`config.mk`:
```
export PLATFORM = sky130hd
export DESIGN_NAME = cme_ctrl
export DESIGN_NICKNAME = d
export VERILOG_FILES = /design/src/design/cme_pkg.sv /design/src/design/cme_ctrl.sv
export SDC_FILE = /design/constraint.sdc
export NUM_CORES = 1
export LEC_CHECK = 0
export BUFFER_PORTS_ARGS = -buffer_cell sky130_fd_sc_hd__buf_2
export CORE_MARGIN = 5
export CORE_UTILIZATION = 57
export DETAILED_ROUTE_END_ITERATION = 10
export GPL_TIMING_DRIVEN = 0
export PLACE_DENSITY = 0.9
export SLEW_MARGIN = 20
export SYNTH_ARGS = -nofsm -noshare
export SYNTH_HDL_FRONTEND = slang
export SYNTH_SLANG_ARGS = --single-unit
```
`constraint.sdc`:
```
create_clock -name i_clk -period 5.45 [get_ports i_clk]
set_input_delay 0.2725 -clock i_clk [delete_from_list [all_inputs] [get_ports i_clk]]
set_output_delay 0.2725 -clock i_clk [all_outputs]
set_load 0.02 [all_outputs]
```
`src/design/cme_pkg.sv`:
```
// Package for the complex matrix engine: widths, codes, defaults and the
// controller/datapath command types. No dependencies.
`timescale 1ns / 1ps

package cme_pkg;

    localparam int DATA_W        = 32;
    localparam int ACC_W         = 64;
    localparam int CFG_W         = 4;
    localparam int CFG_IDX_W     = 3;
    localparam int MAX_DIM_DEF   = 8;
    localparam int FRAC_BITS_DEF = 16;

    // register indexes of the config port
    localparam logic [CFG_IDX_W-1:0] CFG_OPERATION = 3'd0;
    localparam logic [CFG_IDX_W-1:0] CFG_ROWS_A    = 3'd1;
    localparam logic [CFG_IDX_W-1:0] CFG_COLS_A    = 3'd2;
    localparam logic [CFG_IDX_W-1:0] CFG_ROWS_B    = 3'd3;
    localparam logic [CFG_IDX_W-1:0] CFG_COLS_B    = 3'd4;

    typedef enum logic [1:0] {
        OP_ADD  = 2'd0,
        OP_SUB  = 2'd1,
        OP_MUL  = 2'd2,
        OP_KRON = 2'd3
    } t_op;

    // partial product select: re*re, im*im, re*im, im*re
    typedef enum logic [1:0] {
        PP_RR = 2'd0,
        PP_II = 2'd1,
        PP_RI = 2'd2,
        PP_IR = 2'd3
    } t_pp;

    typedef enum logic [2:0] {
        ST_LOAD,
        ST_READ,
        ST_MUL,
        ST_DRAIN,
        ST_EMIT,
        ST_ERR
    } t_state;

    typedef struct packed {
        logic wr_a;
        logic wr_b;
        logic acc_clr;
        logic acc_load;
        logic load_sub;
        logic mul_go;
        t_pp  mul_sel;
        logic emit;
        logic emit_last;
        logic emit_err;
    } t_dp_cmd;

    typedef struct packed {
        logic out_busy;
    } t_dp_sts;

endpackage

```
`src/design/cme_ctrl.sv`:
```
// Controller: config registers, load counter and the sequencer that walks
// result elements and their product terms. Depends on cme_pkg.
`timescale 1ns / 1ps

module cme_ctrl #(
    parameter int MAX_DIM = cme_pkg::MAX_DIM_DEF
) (
    input  logic                                 i_clk,
    input  logic                                 i_rst_n,
    input  logic                                 i_cfg_we,
    input  logic [cme_pkg::CFG_IDX_W-1:0]        i_cfg_idx,
    input  logic [cme_pkg::CFG_W-1:0]            i_cfg_wdata,
    input  logic                                 i_in_valid,
    output logic                                 o_in_ready,
    output cme_pkg::t_dp_cmd                     o_cmd,
    input  cme_pkg::t_dp_sts                     i_sts,
    output logic [$clog2(MAX_DIM*MAX_DIM)-1:0]   o_wr_addr_a,
    output logic [$clog2(MAX_DIM*MAX_DIM)-1:0]   o_wr_addr_b,
    output logic [$clog2(MAX_DIM*MAX_DIM)-1:0]   o_rd_addr_a,
    output logic [$clog2(MAX_DIM*MAX_DIM)-1:0]   o_rd_addr_b
);
    import cme_pkg::*;

    localparam int CELLS = MAX_DIM * MAX_DIM;
    localparam int AW    = $clog2(CELLS);
    localparam int CW    = $clog2(2 * CELLS);
    localparam int TW    = CW + 1;
    localparam int DW    = $clog2(MAX_DIM + 1);
    localparam int IW    = $clog2(MAX_DIM);
    localparam int PW    = 2 * DW;

    t_state              r_state, n_state;
    t_op                 r_op;
    logic [CFG_W-1:0]    r_rows_a, r_cols_a, r_rows_b, r_cols_b;
    logic [CW-1:0]       r_count, n_count;
    logic [IW-1:0]       r_i, n_i, r_j, n_j, r_k, n_k, r_bi, n_bi, r_bj, n_bj;
    logic [AW-1:0]       r_abase, n_abase, r_bbase, n_bbase;
    logic [1:0]          r_ph, n_ph;
    logic                r_dcnt, n_dcnt;

    logic [DW-1:0]       ra, ca, rb, cb;
    logic [IW-1:0]       ra_m1, ca_m1, rb_m1, cb_m1;
    logic [TW-1:0]       na, nb, b_off;
    logic                in_acc, is_final, shape_bad, is_last;

    function automatic logic [DW-1:0] f_eff(input logic [CFG_W-1:0] d);
        if (d == '0) begin
            return DW'(1);
        end else if (int'(d) > MAX_DIM) begin
            return DW'(MAX_DIM);
        end
        return DW'(d);
    endfunction

    assign ra    = f_eff(r_rows_a);
    assign ca    = f_eff(r_cols_a);
    assign rb    = f_eff(r_rows_b);
    assign cb    = f_eff(r_cols_b);
    assign ra_m1 = IW'(ra - 1'b1);
    assign ca_m1 = IW'(ca - 1'b1);
    assign rb_m1 = IW'(rb - 1'b1);
    assign cb_m1 = IW'(cb - 1'b1);
    assign na    = TW'(TW'(ra) * TW'(ca));
    assign nb    = TW'(TW'(rb) * TW'(cb));

    // config port
    always_ff @(posedge i_clk) begin
        if (!i_rst_n) begin
            r_op     <= OP_ADD;
            r_rows_a <= CFG_W'(1);
            r_cols_a <= CFG_W'(1);
            r_rows_b <= CFG_W'(1);
            r_cols_b <= CFG_W'(1);
        end else if (i_cfg_we) begin
            unique case (i_cfg_idx)
                CFG_OPERATION: r_op     <= t_op'(i_cfg_wdata[1:0]);
                CFG_ROWS_A:    r_rows_a <= i_cfg_wdata;
                CFG_COLS_A:    r_cols_a <= i_cfg_wdata;
                CFG_ROWS_B:    r_rows_b <= i_cfg_wdata;
                CFG_COLS_B:    r_cols_b <= i_cfg_wdata;
                default: ;
            endcase
        end
    end

    // load side
    assign in_acc      = i_in_valid && (r_state == ST_LOAD);
    assign b_off       = TW'(r_count) - na;
    assign is_final    = (TW'(r_count) + 1'b1) >= (na + nb);
    assign o_in_ready  = (r_state == ST_LOAD);
    assign o_wr_addr_a = AW'(r_count);
    assign o_wr_addr_b = AW'(b_off);

    always_comb begin
        unique case (r_op) inside
            OP_ADD, OP_SUB: shape_bad = (ra != rb) || (ca != cb);
            OP_MUL:         shape_bad = (ca != rb);
            default:        shape_bad = (PW'(ra) * PW'(rb) > PW'(MAX_DIM))
                                     || (PW'(ca) * PW'(cb) > PW'(MAX_DIM));
        endcase
    end

    always_comb begin
        unique case (r_op) inside
            OP_ADD, OP_SUB: is_last = (r_abase == AW'(na - 1'b1));
            OP_MUL:         is_last = (r_i == ra_m1) && (r_j == cb_m1);
            default:        is_last = (r_i == ra_m1) && (r_bi == rb_m1)
                                   && (r_j == ca_m1) && (r_bj == cb_m1);
        endcase
    end

    // read addresses follow the counters; they hold from READ through MUL
    always_comb begin
        unique case (r_op) inside
            OP_ADD, OP_SUB: begin
                o_rd_addr_a = r_abase;
                o_rd_addr_b = r_abase;
            end
            OP_MUL: begin
                o_rd_addr_a = r_abase + AW'(r_k);
                o_rd_addr_b = r_bbase;
            end
            default: begin
                o_rd_addr_a = r_abase + AW'(r_j);
                o_rd_addr_b = r_bbase + AW'(r_bj);
            end
        endcase
    end

    always_ff @(posedge i_clk) begin
        if (!i_rst_n) begin
            r_state <= ST_LOAD;
            r_count <= '0;
        end else begin
            r_state <= n_state;
            r_count <= n_count;
        end
        r_i     <= n_i;
        r_j     <= n_j;
        r_k     <= n_k;
        r_bi    <= n_bi;
        r_bj    <= n_bj;
        r_abase <= n_abase;
        r_bbase <= n_bbase;
        r_ph    <= n_ph;
        r_dcnt  <= n_dcnt;
    end

    always_comb begin
        n_state = r_state;
        n_count = r_count;
        n_i     = r_i;
        n_j     = r_j;
        n_k     = r_k;
        n_bi    = r_bi;
        n_bj    = r_bj;
        n_abase = r_abase;
        n_bbase = r_bbase;
        n_ph    = r_ph;
        n_dcnt  = r_dcnt;
        o_cmd   = '0;

        unique case (r_state)
            ST_LOAD: begin
                if (in_acc) begin
                    o_cmd.wr_a = TW'(r_count) < na;
                    o_cmd.wr_b = !(TW'(r_count) < na) && (b_off < TW'(CELLS));
                    if (is_final) begin
                        n_count = '0;
                        n_i     = '0;
                        n_j     = '0;
                        n_k     = '0;
                        n_bi    = '0;
                        n_bj    = '0;
                        n_abase = '0;
                        n_bbase = '0;
                        n_state = shape_bad ? ST_ERR : ST_READ;
                    end else begin
                        n_count = r_count + 1'b1;
                    end
                end
            end
            ST_READ: begin
                o_cmd.acc_clr = (r_k == '0);
                n_ph          = '0;
                n_state       = ST_MUL;
            end
            ST_MUL: begin
                if (r_op == OP_ADD || r_op == OP_SUB) begin
                    o_cmd.acc_load = 1'b1;
                    o_cmd.load_sub = (r_op == OP_SUB);
                    n_state        = ST_EMIT;
                end else begin
                    o_cmd.mul_go  = 1'b1;
                    o_cmd.mul_sel = t_pp'(r_ph);
                    n_ph          = r_ph + 1'b1;
                    if (r_ph == 2'd3) begin
                        if (r_op == OP_MUL && r_k != ca_m1) begin
                            n_k     = r_k + 1'b1;
                            n_bbase = r_bbase + AW'(cb);
                            n_state = ST_READ;
                        end else begin
                            n_dcnt  = 1'b0;
                            n_state = ST_DRAIN;
                        end
                    end
                end
            end
            ST_DRAIN: begin
                n_dcnt = 1'b1;
                if (r_dcnt) begin
                    n_state = ST_EMIT;
                end
            end
            ST_EMIT: begin
                if (!i_sts.out_busy) begin
                    o_cmd.emit      = 1'b1;
                    o_cmd.emit_last = is_last;
                    n_state         = is_last ? ST_LOAD : ST_READ;
                    unique case (r_op) inside
                        OP_ADD, OP_SUB: n_abase = r_abase + 1'b1;
                        OP_MUL: begin
                            n_k = '0;
                            if (r_j == cb_m1) begin
                                n_j     = '0;
                                n_i     = r_i + 1'b1;
                                n_abase = r_abase + AW'(ca);
                                n_bbase = '0;
                            end else begin
                                n_j     = r_j + 1'b1;
                                n_bbase = AW'(r_j) + 1'b1;
                            end
                        end
                        default: begin
                            if (r_bj != cb_m1) begin
                                n_bj = r_bj + 1'b1;
                            end else begin
                                n_bj = '0;
                                if (r_j != ca_m1) begin
                                    n_j = r_j + 1'b1;
                                end else begin
                                    n_j = '0;
                                    if (r_bi == rb_m1) begin
                                        n_bi    = '0;
                                        n_bbase = '0;
                                        n_i     = r_i + 1'b1;
                                        n_abase = r_abase + AW'(ca);
                                    end else begin
                                        n_bi    = r_bi + 1'b1;
                                        n_bbase = r_bbase + AW'(cb);
                                    end
                                end
                            end
                        end
                    endcase
                end
            end
            ST_ERR: begin
                if (!i_sts.out_busy) begin
                    o_cmd.emit      = 1'b1;
                    o_cmd.emit_last = 1'b1;
                    o_cmd.emit_err  = 1'b1;
                    n_state         = ST_LOAD;
                end
            end
            default: n_state = ST_LOAD;
        endcase
    end

    a_emit_free: assert property (@(posedge i_clk) disable iff (!i_rst_n)
        o_cmd.emit |-> !i_sts.out_busy)
        else $error("result written over a waiting one");

    a_last_to_load: assert property (@(posedge i_clk) disable iff (!i_rst_n)
        (o_cmd.emit && o_cmd.emit_last) |=> (r_state == ST_LOAD))
        else $error("sequencer kept running after last element");

    a_one_store: assert property (@(posedge i_clk) disable iff (!i_rst_n)
        !(o_cmd.wr_a && o_cmd.wr_b))
        else $error("element written to both stores");

    a_store_only_load: assert property (@(posedge i_clk) disable iff (!i_rst_n)
        (o_cmd.wr_a || o_cmd.wr_b) |-> (r_state == ST_LOAD) && i_in_valid)
        else $error("store written outside load");
endmodule

```
==> results.md <==
- Synthesized area: 0.006915 mm²
- Fin crit period: 5.645 ns
- Least-Margin Pin Slew: 0.9020 ns
- Failing checks: negative setup slack
- Max Fclk: 177.1 MHz
- Hold Crit Start: i_cfg_wdata[0]
- Vias: 6,461
- Final worst path period share: 103.6%
- Filler instances: 815
- Main synth FF type: edfxtp_1
- Hold_buf cts: 0
- CTS root buf: clkbuf_16
- R2r setup slk: -0.20 ns
- Clock Power Share: 23.4%
- Starting DRT DRC Count: 621
- Share of cells above drive strength 1: 19.80%
- Die Ht: 120.1 µm
- Reg2reg end: r_j[0]
- Final core utilization: 68.76%
- M1 WL: 7553 µm
- Setup crit end kind: register
- CP arrival: 5.69 ns
- Max-cap violations: 0
- Worst r2r path cells: 21
- DR DRC count: 0
- Most frequent cells in the layout: ha_1, nor2_1, inv_1
- Avg Cell Area, Syn: 8.559 µm²
- Synthesized net count: 947
- Rows: 40
- Leakage: 0.003956 µW
- Crit-path max FO: 4
- Antenna viol nets, final: 0
- I/O pin count: 48
- Num CTS Buffers: 9
- Worst skew pair latency: 0.35 ns
- Final setup TNS: -4.074 ns
- Post-Route WL: 20,360 µm
- Number of synthesized flops with an enable pin: 30
- Hold Fails Final Rpt: 0
- Power Density: 330.9 mW/mm²
- Multi-input logic area: 0.005172 mm²
- Gpl congestion: 0.9382
- Area delta synth->final: 18.93%
- Crit Path Category: reg2reg
- Sw Ratio: 43.04%
- Clk slew on worst S/H paths: 0.06 ns
- Yosys cell types: 65
- DR top layer: met4
- Final worst slack: -0.1954 ns
- Vias per std cell: 6.207
- Die Area: 0.01443 mm²
- Total gr overflow: 0
- Largest net degree at the start of global routing: 13
- H-tree depth: 3
- Drt first pass iters: 8
- Core area: 0.01196 mm²
- Number of global-route vias before repair: 6,445
- Crit path launch: r_cols_a[1]
- Initial antenna violation count: 0
- Hold Worst Slack: 0.2314 ns
- Worst Hold Depth: 3
- Register area: 0.001466 mm²
- Final Cell Area: 0.008224 mm²
- Unrepaired setup endpoints after global routing: yes
- Hold Path Class: in2reg
- DP Cell Count: 1,001
- Flop pwr share: 27.4%
- Internal power: 1550 µW
- Yosys warning count: 0
- Combinational power share: 49.2%
- CTS tree: yes
- Asr flop ratio synth: 0%
- Buffers on Ports: 46
- Placed Area: 0.007397 mm²
- Clock Skew: 0.007212 ns
- Sequential fraction of the synthesis area: 21.13%
- Final net count: 1,028
- Switching power: 1171 µW
- Initial Util: 57.81%
- Synth Instances: 808
- Reg2reg start: r_cols_a[1]
- Metal2 WL: 9754 µm
- WP data required: 5.50 ns
- Post-detail-place hpwl: 13,610 µm
- Final Non-Filler Cells: 1,041
- Status: finished with violations
- Final slew viol count: 0
- Critical Path Start Type: register
- Global-route wire length before repair: 31,810 µm
- Worst hold endpoint: r_rows_b[0]
- Setup violators final: 35
- Commonest non-fill, non-tap cell in the layout: ha_1
- Total track usage: 27.78%
- Chip width: 120.1 µm
- Max_slew headroom: 39.64%
- Worst vdd ir: 0.0003623 V
- ANT cells: 0
- Met3 wire length: 1904 µm
- FF+latch count, synth: 58
- Clk buf depth: 2
- Clk sinks: 58
- WL per Instance: 19.56 µm
==> cell type report <==
cell class,instances,share of cell area [%]
Inverter,95,4.716
Clock inverter,4,0.4260
Multi-Input combinational cell,617,62.89
Sequential cell,58,17.83
Tap cell,147,2.236
Buffer,38,3.210
Clock buffer,12,3.651
Timing Repair Buffer,70,5.036
==> cell usage after synthesis, drive strengths merged, types with 3 or more instances <==
library cell | count | share of area [%]
o21a | 4 | 0.43
xnor3 | 4 | 1.3
nor2 | 93 | 5.1
clkbuf | 23 | 1.2
and3 | 9 | 0.81
a21oi | 46 | 3.3
mux2i | 17 | 2.5
nand2 | 67 | 3.6
mux2 | 3 | 0.49
nor2b | 17 | 1.5
clkinv | 4 | 0.40
nor3 | 15 | 1.1
edfxtp | 30 | 13
nand3 | 6 | 0.43
nor4 | 3 | 0.27
buf | 15 | 2.0
a211oi | 4 | 0.43
nor3b | 3 | 0.33
ha | 101 | 18
o221ai | 5 | 0.63
o211ai | 10 | 1.1
a211o | 3 | 0.38
nand4 | 5 | 0.45
a21boi | 5 | 0.54
a21o | 18 | 2.0
o21ai | 18 | 1.3
xor2 | 24 | 3.0
nand2b | 7 | 0.67
inv | 91 | 4.9
or2 | 6 | 0.54
o22ai | 4 | 0.36
o21bai | 10 | 1.1
dfxtp | 28 | 8.1
xnor2 | 40 | 5.3
a31oi | 6 | 0.54
and2 | 13 | 1.2
fa | 26 | 7.5
==> power groups by stage <==
stage | Clock (µW) | Combinational, µW | Sequential, µW
floorplan | 0 | 916 | 705
finish | 637 | 1340 | 745
CTS | 626 | 1280 | 736
global placement | 0 | 1150 | 740
detailed placement | 0 | 1190 | 743
global route | 652 | 1450 | 753
==> sequential cells by signal (all words and copies together) (netlist names) <==
name      flops
r_count       7
r_abase       6
r_bbase       6
r_cols_a      4
r_cols_b      4
r_rows_a      4
r_rows_b      4
r_bi          3
r_bj          3
r_i           3
r_j           3
r_k           3
r_state       3
r_op          2
r_ph          2
r_dcnt        1
==> metrics by stage <==
| step | total power, µW | setup slack [ns] |
|---|---|---|
| 6_report | 2721 | -0.1954 |
| 5_1_grt | 2854 | -0.3922 |
| 4_1_cts | 2639 | -0.1127 |
| 3_5_place_dp | 1936 | -0.8675 |
| 3_3_place_gp | 1894 | -0.7660 |
| 2_1_floorplan | 1621 | 0.008352 |
==> cell families (layout without fill, tap and decap cells) <==
group           count (synthesis)  count (layout)  synth area share (%)
compound gates                153             153                 15.20
xor+xnor                       68              68                 9.680
fa+ha+maj                     127             127                 25.80
buf+inv                       133             219                 8.594
flops                          58              58                 21.13
mux                            20              20                 2.949
simple gates                  249             249                 16.65
==> layer usage <==
metal | vias up | GRT usage (%)
met5 | - | 0
met4 | 0 | 15.53
met3 | 108 | 6.833
met2 | 409 | 47.21
met1 | 3026 | 31.86
li1 | 2918 | -
==> timing repair <==
action                                  in CTS  in global routing
buffers inserted                            20                  4
gates resized for setup                     49                 22
pin swaps                                   23                 21
endpoints found under the setup margin      37                 37
==> how the worst max path moves through the flow <==
stage               slack (ns)          to
CTS                      -0.11  r_bbase[5]
detailed placement       -0.87  r_abase[2]
global route             -0.39      r_j[0]
finish                   -0.20      r_j[0]
floorplan                0.008  r_abase[0]
global placement         -0.77  r_abase[2]
==> worst max-delay path, stage by stage (launching register included) <==
cell      delay, ns
dfxtp_1        0.40
nor2b_4        0.18
clkbuf_8       0.17
nand2_1        0.08
fa_1           0.56
fa_2           0.47
fa_2           0.59
fa_1           0.43
inv_1          0.12
ha_4           0.23
a21oi_4        0.16
o21bai_4       0.09
a21o_1         0.21
a21oi_2        0.13
xnor3_1        0.28
ha_4           0.30
o21a_1         0.15
o21ai_2        0.08
nand2_2        0.13
nand4_1        0.23
buf_4          0.23
nor2_4         0.12
Power figures use the tool's default switching activity.
